**src/rtl/cansd_pkg.sv**
```systemverilog
`timescale 1ns / 1ps
// ----------------------------------------------------------------------------
// cansd_pkg
// Shared constants, register codes and types for the CAN signal field decoder.
// ----------------------------------------------------------------------------
package cansd_pkg;

  localparam int MAX_BYTES   = 8;
  localparam int PAYLOAD_W   = 64;
  localparam int LEN_CODE_W  = 4;
  localparam int START_W     = 6;
  localparam int BLEN_W      = 7;
  localparam int OFFSET_W    = 48;
  localparam int SCALE_W     = 32;
  localparam int FRAC_W      = 16;
  localparam int CFG_IDX_W   = 3;
  localparam int CFG_DATA_W  = 64;

  // offset-added value: raw shifted up by the fraction bits, a carry bit and a sign bit
  localparam int SUM_W       = PAYLOAD_W + FRAC_W + 2;
  localparam int PROD_W      = SUM_W + SCALE_W;

  typedef enum logic [CFG_IDX_W-1:0] {
    CFG_START_BIT  = 3'd0,
    CFG_BIT_LENGTH = 3'd1,
    CFG_BYTE_ORDER = 3'd2,
    CFG_OFFSET     = 3'd3,
    CFG_SCALE      = 3'd4
  } cfg_index_t;

  localparam logic BYTE_ORDER_MOTOROLA = 1'b0;
  localparam logic BYTE_ORDER_INTEL    = 1'b1;

  typedef struct packed {
    logic [START_W-1:0]  start_bit;
    logic [BLEN_W-1:0]   bit_length;
    logic                byte_order;
    logic [OFFSET_W-1:0] offset;
    logic [SCALE_W-1:0]  scale;
  } cansd_cfg_t;

  // load enables of the arithmetic stages
  typedef struct packed {
    logic sum;
    logic mul;
    logic res;
  } cansd_stage_en_t;

endpackage

```
**src/rtl/cansd_extract.sv**
```systemverilog
`timescale 1ns / 1ps
// ----------------------------------------------------------------------------
// cansd_extract
// Signal field extraction: range check and one barrel shift plus mask for
// both Intel and Motorola layouts.
// ----------------------------------------------------------------------------
module cansd_extract
  import cansd_pkg::*;
(
  input  logic [PAYLOAD_W-1:0]  payload,
  input  logic [LEN_CODE_W-1:0] length_code,
  input  cansd_cfg_t            cfg,
  output logic [PAYLOAD_W-1:0]  raw,
  output logic                  valid
);

  function automatic logic [PAYLOAD_W-1:0] low_mask(input logic [BLEN_W-1:0] n);
    logic [PAYLOAD_W-1:0] m;
    if (n >= BLEN_W'(PAYLOAD_W)) begin
      m = '1;
    end else begin
      m = (PAYLOAD_W'(1) << n[START_W-1:0]) - PAYLOAD_W'(1);
    end
    return m;
  endfunction

  logic [LEN_CODE_W-1:0] nb;
  logic [BLEN_W-1:0]     total;
  logic [PAYLOAD_W-1:0]  rev;
  logic                  intel_ok;
  logic                  moto_ok;
  logic [9:0]            low;
  logic [9:0]            moto_sh;
  logic [START_W-1:0]    amt;
  logic [PAYLOAD_W-1:0]  src;
  logic [PAYLOAD_W-1:0]  shifted;

  assign nb    = (length_code > LEN_CODE_W'(MAX_BYTES)) ? LEN_CODE_W'(MAX_BYTES) : length_code;
  assign total = {nb, 3'b000};

  // byte 0 moves to the top so the present bytes read as one big-endian word
  always_comb begin
    for (int k = 0; k < MAX_BYTES; k++) begin
      rev[8*(MAX_BYTES-1-k) +: 8] = payload[8*k +: 8];
    end
  end

  assign intel_ok = (cfg.bit_length != '0) &&
                    ((8'(cfg.start_bit) + 8'(cfg.bit_length)) <= 8'(total));

  // lowest field bit inside the big-endian word, negative when it runs off the end
  assign low = 10'(total) + 10'(cfg.start_bit[2:0]) - 10'd7
             - 10'({cfg.start_bit[5:3], 3'b000}) - 10'(cfg.bit_length);

  assign moto_ok = (cfg.bit_length != '0) && (cfg.bit_length <= BLEN_W'(PAYLOAD_W)) &&
                   (BLEN_W'(cfg.start_bit) < total) && !low[9];

  // shift on the full reversed word, independent of the byte count
  assign moto_sh = 10'd57 - 10'({cfg.start_bit[5:3], 3'b000})
                 + 10'(cfg.start_bit[2:0]) - 10'(cfg.bit_length);

  assign amt     = (cfg.byte_order == BYTE_ORDER_INTEL) ? cfg.start_bit : moto_sh[START_W-1:0];
  assign src     = (cfg.byte_order == BYTE_ORDER_INTEL) ? payload : rev;
  assign shifted = src >> amt;

  assign valid = (cfg.byte_order == BYTE_ORDER_INTEL) ? intel_ok : moto_ok;
  assign raw   = valid ? (shifted & low_mask(cfg.bit_length)) : '0;

endmodule

```
**config.mk**
```make
export PLATFORM = sky130hd
export DESIGN_NAME = cansd_extract
export DESIGN_NICKNAME = d
export VERILOG_FILES = /design/src/rtl/cansd_pkg.sv /design/src/rtl/cansd_extract.sv
export SDC_FILE = /design/constraint.sdc
export NUM_CORES = 1
export LEC_CHECK = 0
export ABC_AREA = 1
export BUFFER_PORTS_ARGS = -buffer_cell sky130_fd_sc_hd__buf_4
export CELL_PAD_IN_SITES_DETAIL_PLACEMENT = 1
export CELL_PAD_IN_SITES_GLOBAL_PLACEMENT = 1
export CORE_MARGIN = 4
export CORE_UTILIZATION = 33
export DETAILED_ROUTE_END_ITERATION = 8
export PLACE_DENSITY_LB_ADDON = 0.3
export SETUP_SLACK_MARGIN = 0.3
export SYNTH_ARGS = -nofsm -noshare
export SYNTH_HDL_FRONTEND = slang
export SYNTH_SLANG_ARGS = --single-unit
```
**constraint.sdc**
```tcl
create_clock -name vclk -period 2.9
set_input_delay 0.145 -clock vclk [all_inputs]
set_output_delay 0.145 -clock vclk [all_outputs]
set_load 0.05 [all_outputs]
```
### Word-level counts from Yosys, hierarchy flattened

Index checks and enable logic that the tools add are counted.

| operators by class | value |
|---|---|
| add/sub/neg operators | 9 |
| multipliers | 0 |
| divide/modulo/power cells | 0 |
| $lt $le $gt $ge | 5 |
| equal/unequal tests | 0 |
| shift-type cells | 2 |
| multiplexer cells | 6 |
| bitwise logic cells | 1 |
| reduce and logical (&&, ||, !) cells | 6 |

Operator list:

| cell | count |
|---|---|
| $mux 64 | 3 |
| $and 64x64->64 | 1 |
| $shl 1x6->64 const A | 1 |
| $shr 64x6->64 | 1 |
| $sub 64x2->64 const B | 1 |
| $sub 10x7->10 | 1 |
| $sub 9x7->10 | 1 |
| $sub 8x3->9 const B | 1 |
| $add 6x7->8 | 1 |
| $add 7x3->8 | 1 |
| $le 8x7->1 | 1 |
| $ge 7x7->1 const B | 1 |
| $le 7x7->1 const B | 1 |
| $lt 6x7->1 | 1 |
| $reduce_bool 7->1 | 1 |
| $add 6x4->6 | 1 |
| $mux 6 | 1 |
| $sub 6x6->6 | 1 |
| $sub 6x6->6 const A | 1 |
| $gt 4x4->1 const B | 1 |
| $logic_and 1x1->1 | 4 |
| $mux 4 | 1 |
| $logic_not 1->1 | 1 |
| $mux 1 | 1 |

| word-level totals | value |
|---|---|
| register bits | 0 |
| bits in latches | 0 |
| bits in writable memories | 0 |
| bits in read-only memories | 0 |
| input port bits | 162 |
| output and inout bits | 65 |
| logic and storage cells | 29 |
| memories | 0 |

### Logic depth before layout (Yosys ltp)

Gate-level depths: netlist of the first run.

| logic depth | value |
|---|---|
| depth in word-level cells | 10 |
| gate-level depth with buffers | 22 |
| gate-level depth less buffers | 21 |

### Worst setup path after synthesis of the first run

OpenSTA, ideal clock, no wires.

| path | value |
|---|---|
| path type | input -> output |
| start | input port cfg[82] in the netlist's numbering |
| end | output port raw[61] |
| arrival | 3653 ps |
| slack | -898 ps |
| stages | 16 |
| cells stage by stage | buf_4 inv_1 fa_1 o31ai_1 nand2_1 nand2_1 a21oi_1 xor2_1 ha_1 nand4_1 o32ai_1 nand4_1 nand2_4 buf_6 nand2_1 a21oi_1 |

| between the ends | value |
|---|---|
| cells in the longest elaborated chain, start to end | 6 |

Ends and longest elaborated chain:

| element | line | text |
|---|---|---|
| from (decl) | cansd_extract.sv:12 | `input cansd_cfg_t cfg,` |
| branches (longest 5 deep; another with $sub 64x2->64) | n/a |  |
| $mux 64 * | cansd_extract.sv:67 | `assign raw = valid ? (shifted & low_mask(cfg.bit_length)) : '0;` |
| to (decl) | cansd_extract.sv:13 | `output logic [PAYLOAD_W-1:0] raw,` |

Mark *: on every way between the ends.

### Worst setup path in the final report of the first run

| path | value |
|---|---|
| start | input port length_code[3] |
| end | output port raw[48] |

| between the ends | value |
|---|---|
| cells in the longest elaborated chain, start to end | 10 |

Ends and longest elaborated chain:

| element | line | text |
|---|---|---|
| from (decl) | cansd_extract.sv:11 | `input logic [LEN_CODE_W-1:0] length_code,` |
| $gt 4x4->1 | cansd_extract.sv:38 | `assign nb = (length_code > LEN_CODE_W'(MAX_BYTES)) ? LEN_CODE_W'(MAX_BYTES) : length_code;` |
| $mux 4 * | cansd_extract.sv:38 |  |
| $add 7x3->8 | cansd_extract.sv:52 | `assign low = 10'(total) + 10'(cfg.start_bit[2:0]) - 10'd7` |
| $sub 8x3->9 | cansd_extract.sv:52 |  |
| $sub 9x7->10 | cansd_extract.sv:53 | `- 10'({cfg.start_bit[5:3], 3'b000}) - 10'(cfg.bit_length);` |
| $sub 10x7->10 | cansd_extract.sv:53 |  |
| $logic_not 1->1 | cansd_extract.sv:56 | `(BLEN_W'(cfg.start_bit) < total) && !low[9];` |
| $logic_and 1x1->1 | cansd_extract.sv:56 |  |
| $mux 1 * | cansd_extract.sv:66 | `assign valid = (cfg.byte_order == BYTE_ORDER_INTEL) ? intel_ok : moto_ok;` |
| $mux 64 * | cansd_extract.sv:67 |  |

Every way passes the cells marked *; elsewhere a longest branch is shown, timed or not.

==> flow_summary_export.csv, run 1 <==
group,metric,value,unit
global_routing,gr-usage-all-layers,37.3,%
floorplanning,die_area,31400,um^2
floorplanning,pin_count,227,
sta,final-max-slew-violation-count,0,
detailed_routing,vias,15500,
detailed_routing,wire_per_inst,23.7,um
power_and_ir_drop,p_total,5900,uW
layout,clock_buffers,0,
worst_setup_path,crit_path_end_kind,"primary output",
floorplanning,core_area,28000,um^2
sta,setup_slack,-583,ps
detailed_routing,routed_wl,62.6,mm
layout,nFlopsAndLatches,0,
global_routing,use_met2,61.6,%
layout,n_fill_cell,4005,
power_and_ir_drop,total_leakage_power,0.00759,uW
floorplanning,die_h,177,um
sta,max_freq,0.287,GHz
detailed_routing,drt_iter0_drc,1695,
worst_setup_path,slowest_delay,300,ps
synthesis,synth_top_family_by_area,"simple AND/OR/NAND/NOR gates",
global_routing,antenna_found_initial,0,
min_path,hp-class,"in2out",
detailed_routing,firstDrtPassIters,5,
layout,seq_area,0,um^2
global_routing,grt_pass1_vias,15600,
worst_setup_path,worstSetupStartpointType,"input port",
synthesis,synth_compound_area_share,9.40,%
layout,multiInputGateArea,9260,um^2
sta,fin_crit_sh,120,%
synthesis,synth_xor_area_share,1.21,%
worst_setup_path,arrival,3340,ps
detailed_routing,ant_nets,0,
global_routing,grt_pass1_wl,91.7,mm
sta,period_needed,3480,ps
global_routing,grt-ovfl-total,0,
job,maxCapViolCount,0,
placement,dp_hpwl,48.0,mm
layout,finalNetCount,2471,
synthesis,synth_mux_area_share,0,%
synthesis,ys_seq_area_share,0,%
synthesis,syn_nets,2197,
synthesis,yosysUniqueCellTypes,41,
layout,drive_gt1_share,27.5,%
sta,relSlewSlack,46.6,%
global_routing,met3_usage,8.33,%
synthesis,synthTopCellsByArea,"nand3_1 (28%), nand2_1 (25%), nor2_1 (8.3%), inv_1 (6.0%), ha_1 (4.8%)",
global_routing,top_usage_layer,"met2",
power_and_ir_drop,p_per_area,410,nW/um^2
worst_setup_path,crit_chain,"buf_4, buf_4, inv_2, buf_4, nand3_1, inv_1, nand2_2, inv_2, a21oi_1, ha_1, inv_1, ha_1, nand2_1, inv_2, buf_4, nand4_1, a21oi_1, buf_4, nand3_4, buf_4, a21oi_1, nand2_1, clkinvlp_4, buf_6",
sta,worst_slew_pin_slew,800,ps
floorplanning,num_rows,61,
synthesis,postSynthAreaPerCell,4.73,um^2
status,status,"complete, but fails checks",
synthesis,ys_warn_count,0,
synthesis,synthAdderAreaFrac,5.84,%
worst_setup_path,cp.required,2760,ps
worst_setup_path,critical_path_class,"in2out",
worst_setup_path,path_common_cell,"buf_4",
status,violations,"negative setup slack",
detailed_routing,vias_per_cell,5.86,
synthesis,syn_area,9430,um^2
worst_setup_path,worstPathMaxFanout,8,
placement,port_buffers,147,
synthesis,yosysTopAreaCellShare,27.7,%
sta,hold_viol,0,
synthesis,synthSimpleGateAreaFrac,70.0,%
layout,area_growth_syn_to_layout,52.6,%
detailed_routing,drc,0,
power_and_ir_drop,vdd_drop_max,232,uV
floorplanning,start_util,33.7,%
global_routing,met1_usage,49.2,%
placement,place_congestion,1.02,
sta,setup_viol,65,
floorplanning,die_w,177,um
worst_setup_path,crit_path_top_delay_cell,"ha_1",
global_routing,grt_max_degree,54,
synthesis,syn_inst,1994,
placement,pre_cts_ws,-704,ps
sta,rsz0062_at_grt,"true",
layout,diodes,0,
synthesis,yosys.area.top_type,"nand3_1",
[power by group]
group          switching, uW  internal (uW)  leakage [uW]
clock                      0              0             0
sequential                 0              0             0
combinational           3790           2110       0.00759
total                   3790           2110       0.00759
[cells by family after synthesis]
logic type	count (synthesis)
xor gates and xnor gates	13
adders and majority gates	41
AOI/OAI and AO/OA	166
and+or+nand+nor	1483
buffers and inverters	291
[through the flow]
step	hold slack, ps	area [um^2]	util, %	setup TNS [ps]	cells
after CTS	1050	14000	49.9	-21350	2641
after global routing	1100	14400	51.4	-40460	2644
after detailed placement	1090	13000	46.5	-39860	2622
after floorplan	663	10100	-	-12540	1994
after global placement	1090	13000	46.5	-27930	2622
final	1090	14400	51.4	-31820	2644
[path summary, 6_finish.rpt]
path	startpoint	to	slack, ps	depth (start not counted)
worst max-delay path	length_code[3]	raw[48]	-580	24
worst min-delay path	cfg[87]	raw[46]	1090	5
[cell type report]
type                            instances  share of cell area, %
Inverter                              166                   4.83
Tap cell                              378                   3.29
Multi-Input combinational cell       1704                   64.3
Timing Repair Buffer                  396                   27.6
[placed cells by master, fill, tap and decap left out, types with 14 or more instances in the layout]
cell type	instances
nor2_4	53
nor3_1	14
nor2_1	154
a21oi_1	22
inv_2	16
buf_8	42
nor2_2	19
o21ai_0	81
nand2_4	15
buf_6	41
nand3_2	20
buf_4	275
buf_12	33
nand2_1	587
nand3_1	503
ha_1	25
o21ai_1	17
nand2_2	22
nand4_1	68
inv_1	133
[worst max-delay path, delay by kind of cell]
kind                     cells  cell delay, ps
buffers and inverters       13            1540
AND/OR/NAND/NOR              6             660
adder cells (fa/ha/maj)      2             570
AO/OA/AOI/OAI                3             410
[synth_stat cells, types with 5 or more instances]
cell      number
ha_1          36
xor2_1         9
o21ai_0       85
nand4_1       68
or2_2          7
buf_6         12
buf_1          9
nor3_1        17
nor2_1       209
nand3_1      522
o21ai_1       17
buf_4          8
clkbuf_1      42
nand2_1      621
inv_2         13
o211ai_1      10
nor2_2        14
fa_1           5
a21oi_1       42
buf_2         54
inv_1        152
[repair_timing]
action                                  in CTS  in global routing
pin swaps                                   33                 38
buffers inserted                            14                  2
hold buffers                                 0                  0
resized for setup                          169                 96
cloned                                       5                  1
endpoints found under the setup margin      65                 65
[per-layer routing]
layer,share of wire [%],wire (um)
met2,46,28900
met4,3.7,2290
met1,41,25800
met3,9.1,5670
met5,0,0
(Power assumes the default switching activity.)
==> run 2, diff against run 1 <==
--- a/config.mk
+++ b/config.mk
@@ -9,7 +9,7 @@
 export BUFFER_PORTS_ARGS = -buffer_cell sky130_fd_sc_hd__buf_4
 export CELL_PAD_IN_SITES_DETAIL_PLACEMENT = 1
 export CELL_PAD_IN_SITES_GLOBAL_PLACEMENT = 1
-export CORE_MARGIN = 4
+export CORE_MARGIN = 10
 export CORE_UTILIZATION = 33
 export DETAILED_ROUTE_END_ITERATION = 8
 export PLACE_DENSITY_LB_ADDON = 0.3
==> flow_summary_export.csv, run 2 (synthesis gave the netlist of run 1 again) <==
group,metric,value,unit
worst_setup_path,worstPathMaxFanout,4,
global_routing,grt_max_degree,90,
min_path,hold_start,"cfg[87]",
worst_setup_path,slowest_delay,430,ps
sta,setup_slack,-753,ps
power_and_ir_drop,p_per_area,412,nW/um^2
job,maxCapViolCount,0,
floorplanning,core_area,28000,um^2
global_routing,grt-ovfl-total,0,
floorplanning,die_w,189,um
detailed_routing,firstDrtPassIters,5,
global_routing,grt_pass1_vias,16000,
status,violations,"negative setup slack",
worst_setup_path,arrival,3510,ps
worst_setup_path,crit_chain,"buf_4, ha_4, inv_2, fa_2, o31ai_4, nand2_1, nand2_1, a21oi_2, xor2_1, ha_1, nand4_1, o32ai_2, nand4_1, buf_6, buf_12, nand2_8, nand2_1, a21oi_4, buf_6",
power_and_ir_drop,total_leakage_power,0.00757,uW
sta,max_freq,0.274,GHz
layout,area_growth_syn_to_layout,52.8,%
placement,dp_hpwl,50.9,mm
sta,rsz0062_at_grt,"true",
sta,final-max-slew-violation-count,0,
min_path,hp-class,"in2out",
floorplanning,die_h,189,um
layout,layout_commonest_cell,"nand2_1",
worst_setup_path,critical_path_class,"in2out",
status,status,"complete, but fails checks",
sta,timing.hold.ws,1090,ps
worst_setup_path,cp.required,2760,ps
detailed_routing,ant_nets,0,
power_and_ir_drop,vdd_drop_max,216,uV
worst_setup_path,crit_path_end_kind,"primary output",
layout,final_util,51.5,%
sta,period_needed,3650,ps
sta,hold_viol,0,
floorplanning,die_area,35700,um^2
layout,final_cell_mix,"nand2_1 (585), nand3_1 (519), buf_4 (303)",
floorplanning,num_rows,61,
global_routing,grt_pass1_wl,96.2,mm
placement,place_congestion,1.06,
floorplanning,pin_count,227,
layout,finalNetCount,2490,
sta,fin_crit_sh,126,%
global_routing,antenna_found_initial,0,
layout,clock_buffers,0,
worst_setup_path,crit_path_top_delay_cell,"fa_2",
min_path,whs_path_depth,5,
detailed_routing,drc,0,
worst_setup_path,path_common_cell,"nand2_1",
sta,worst_slew_pin_slew,806,ps
sta,relSlewSlack,46.3,%
detailed_routing,drt_iter0_drc,1793,
detailed_routing,vias_per_cell,6.01,
sta,setup_viol,65,
global_routing,gr-usage-all-layers,34.0,%
detailed_routing,wire_per_inst,24.8,um
layout,nFlopsAndLatches,0,
min_path,min_to,"raw[45]",
detailed_routing,vias,16000,
placement,port_buffers,147,
layout,seq_area,0,um^2
detailed_routing,routed_wl,66.2,mm
floorplanning,start_util,33.7,%
layout,drive_gt1_share,27.4,%
layout,diodes,0,
worst_setup_path,worstSetupStartpointType,"input port",
## run 2: cell count changes in the layout (fill, tap and decap cells not counted), sizes merged
| cell | before | now |
|---|---|---|
| buf | 392 | 415 |
| clkbuf | 1 | 0 |
| bufbuf | 3 | 0 |
## run 2: through the flow
stage | cell area, um^2 | cells | setup WS [ps] | setup TNS [ps] | total power [uW]
2_1_floorplan | 10100 | 1994 | -376 | -12540 | 3110
3_3_place_gp | 13200 | 2649 | -497 | -26880 | 5020
3_5_place_dp | 13200 | 2649 | -708 | -41550 | 5130
4_1_cts | 14100 | 2659 | -509 | -29040 | 5550
5_1_grt | 14400 | 2663 | -801 | -47680 | 6260
6_report | 14400 | 2663 | -753 | -44210 | 5940
## run 2: worst max-delay path by stage
stage                               from       to  cells past startpoint  slack, ps
after floorplan                  cfg[90]  raw[63]                     19       -380
after global placement           cfg[90]  raw[61]                     21       -500
after global routing             cfg[88]  raw[59]                     23       -800
after CTS                 length_code[1]  raw[25]                     23       -510
after detailed placement  length_code[0]  raw[27]                     22       -710
final                            cfg[88]  raw[59]                     19       -750
## run 2: layer usage
layer / wire, um / part of all wire (%) / global-route usage [%]
met2: 30100 / 45 / 56.4
met3: 6010 / 9.1 / 3.86
met5: 0 / 0 / 0
met4: 3120 / 4.7 / 10.5
met1: 26900 / 41 / 45.0
## run 2: cell type report
type | instances | area (um^2)
repair buffers | 415 | 4070
well taps | 378 | 473
fillers | 3963 | 13600
inverters | 166 | 688
multi-input cells | 1704 | 9190
## run 2: power breakdown
group | total (uW) | leakage [uW] | internal, uW | switching [uW]
registers | 0 | 0 | 0 | 0
logic | 5940 | 0.00757 | 2100 | 3830
clock network | 0 | 0 | 0 | 0
## run 2: critical path, delay by kind of cell
kind                     cells  cell delay [ps]
AND/OR/NAND/NOR              6              760
AO/OA/AOI/OAI                4              830
buffers and inverters        5              680
adder cells (fa/ha/maj)      3              910
XOR/XNOR                     1              180
## run 2: what timing repair did
| action | 4_1_cts | 5_1_grt |
|---|---|---|
| endpoints found under the setup margin | 65 | 65 |
| gates cloned | 4 | 0 |
| hold buffers | 0 | 0 |
| gates resized for setup | 186 | 72 |
| pin swaps | 41 | 35 |
| setup buffers | 6 | 4 |
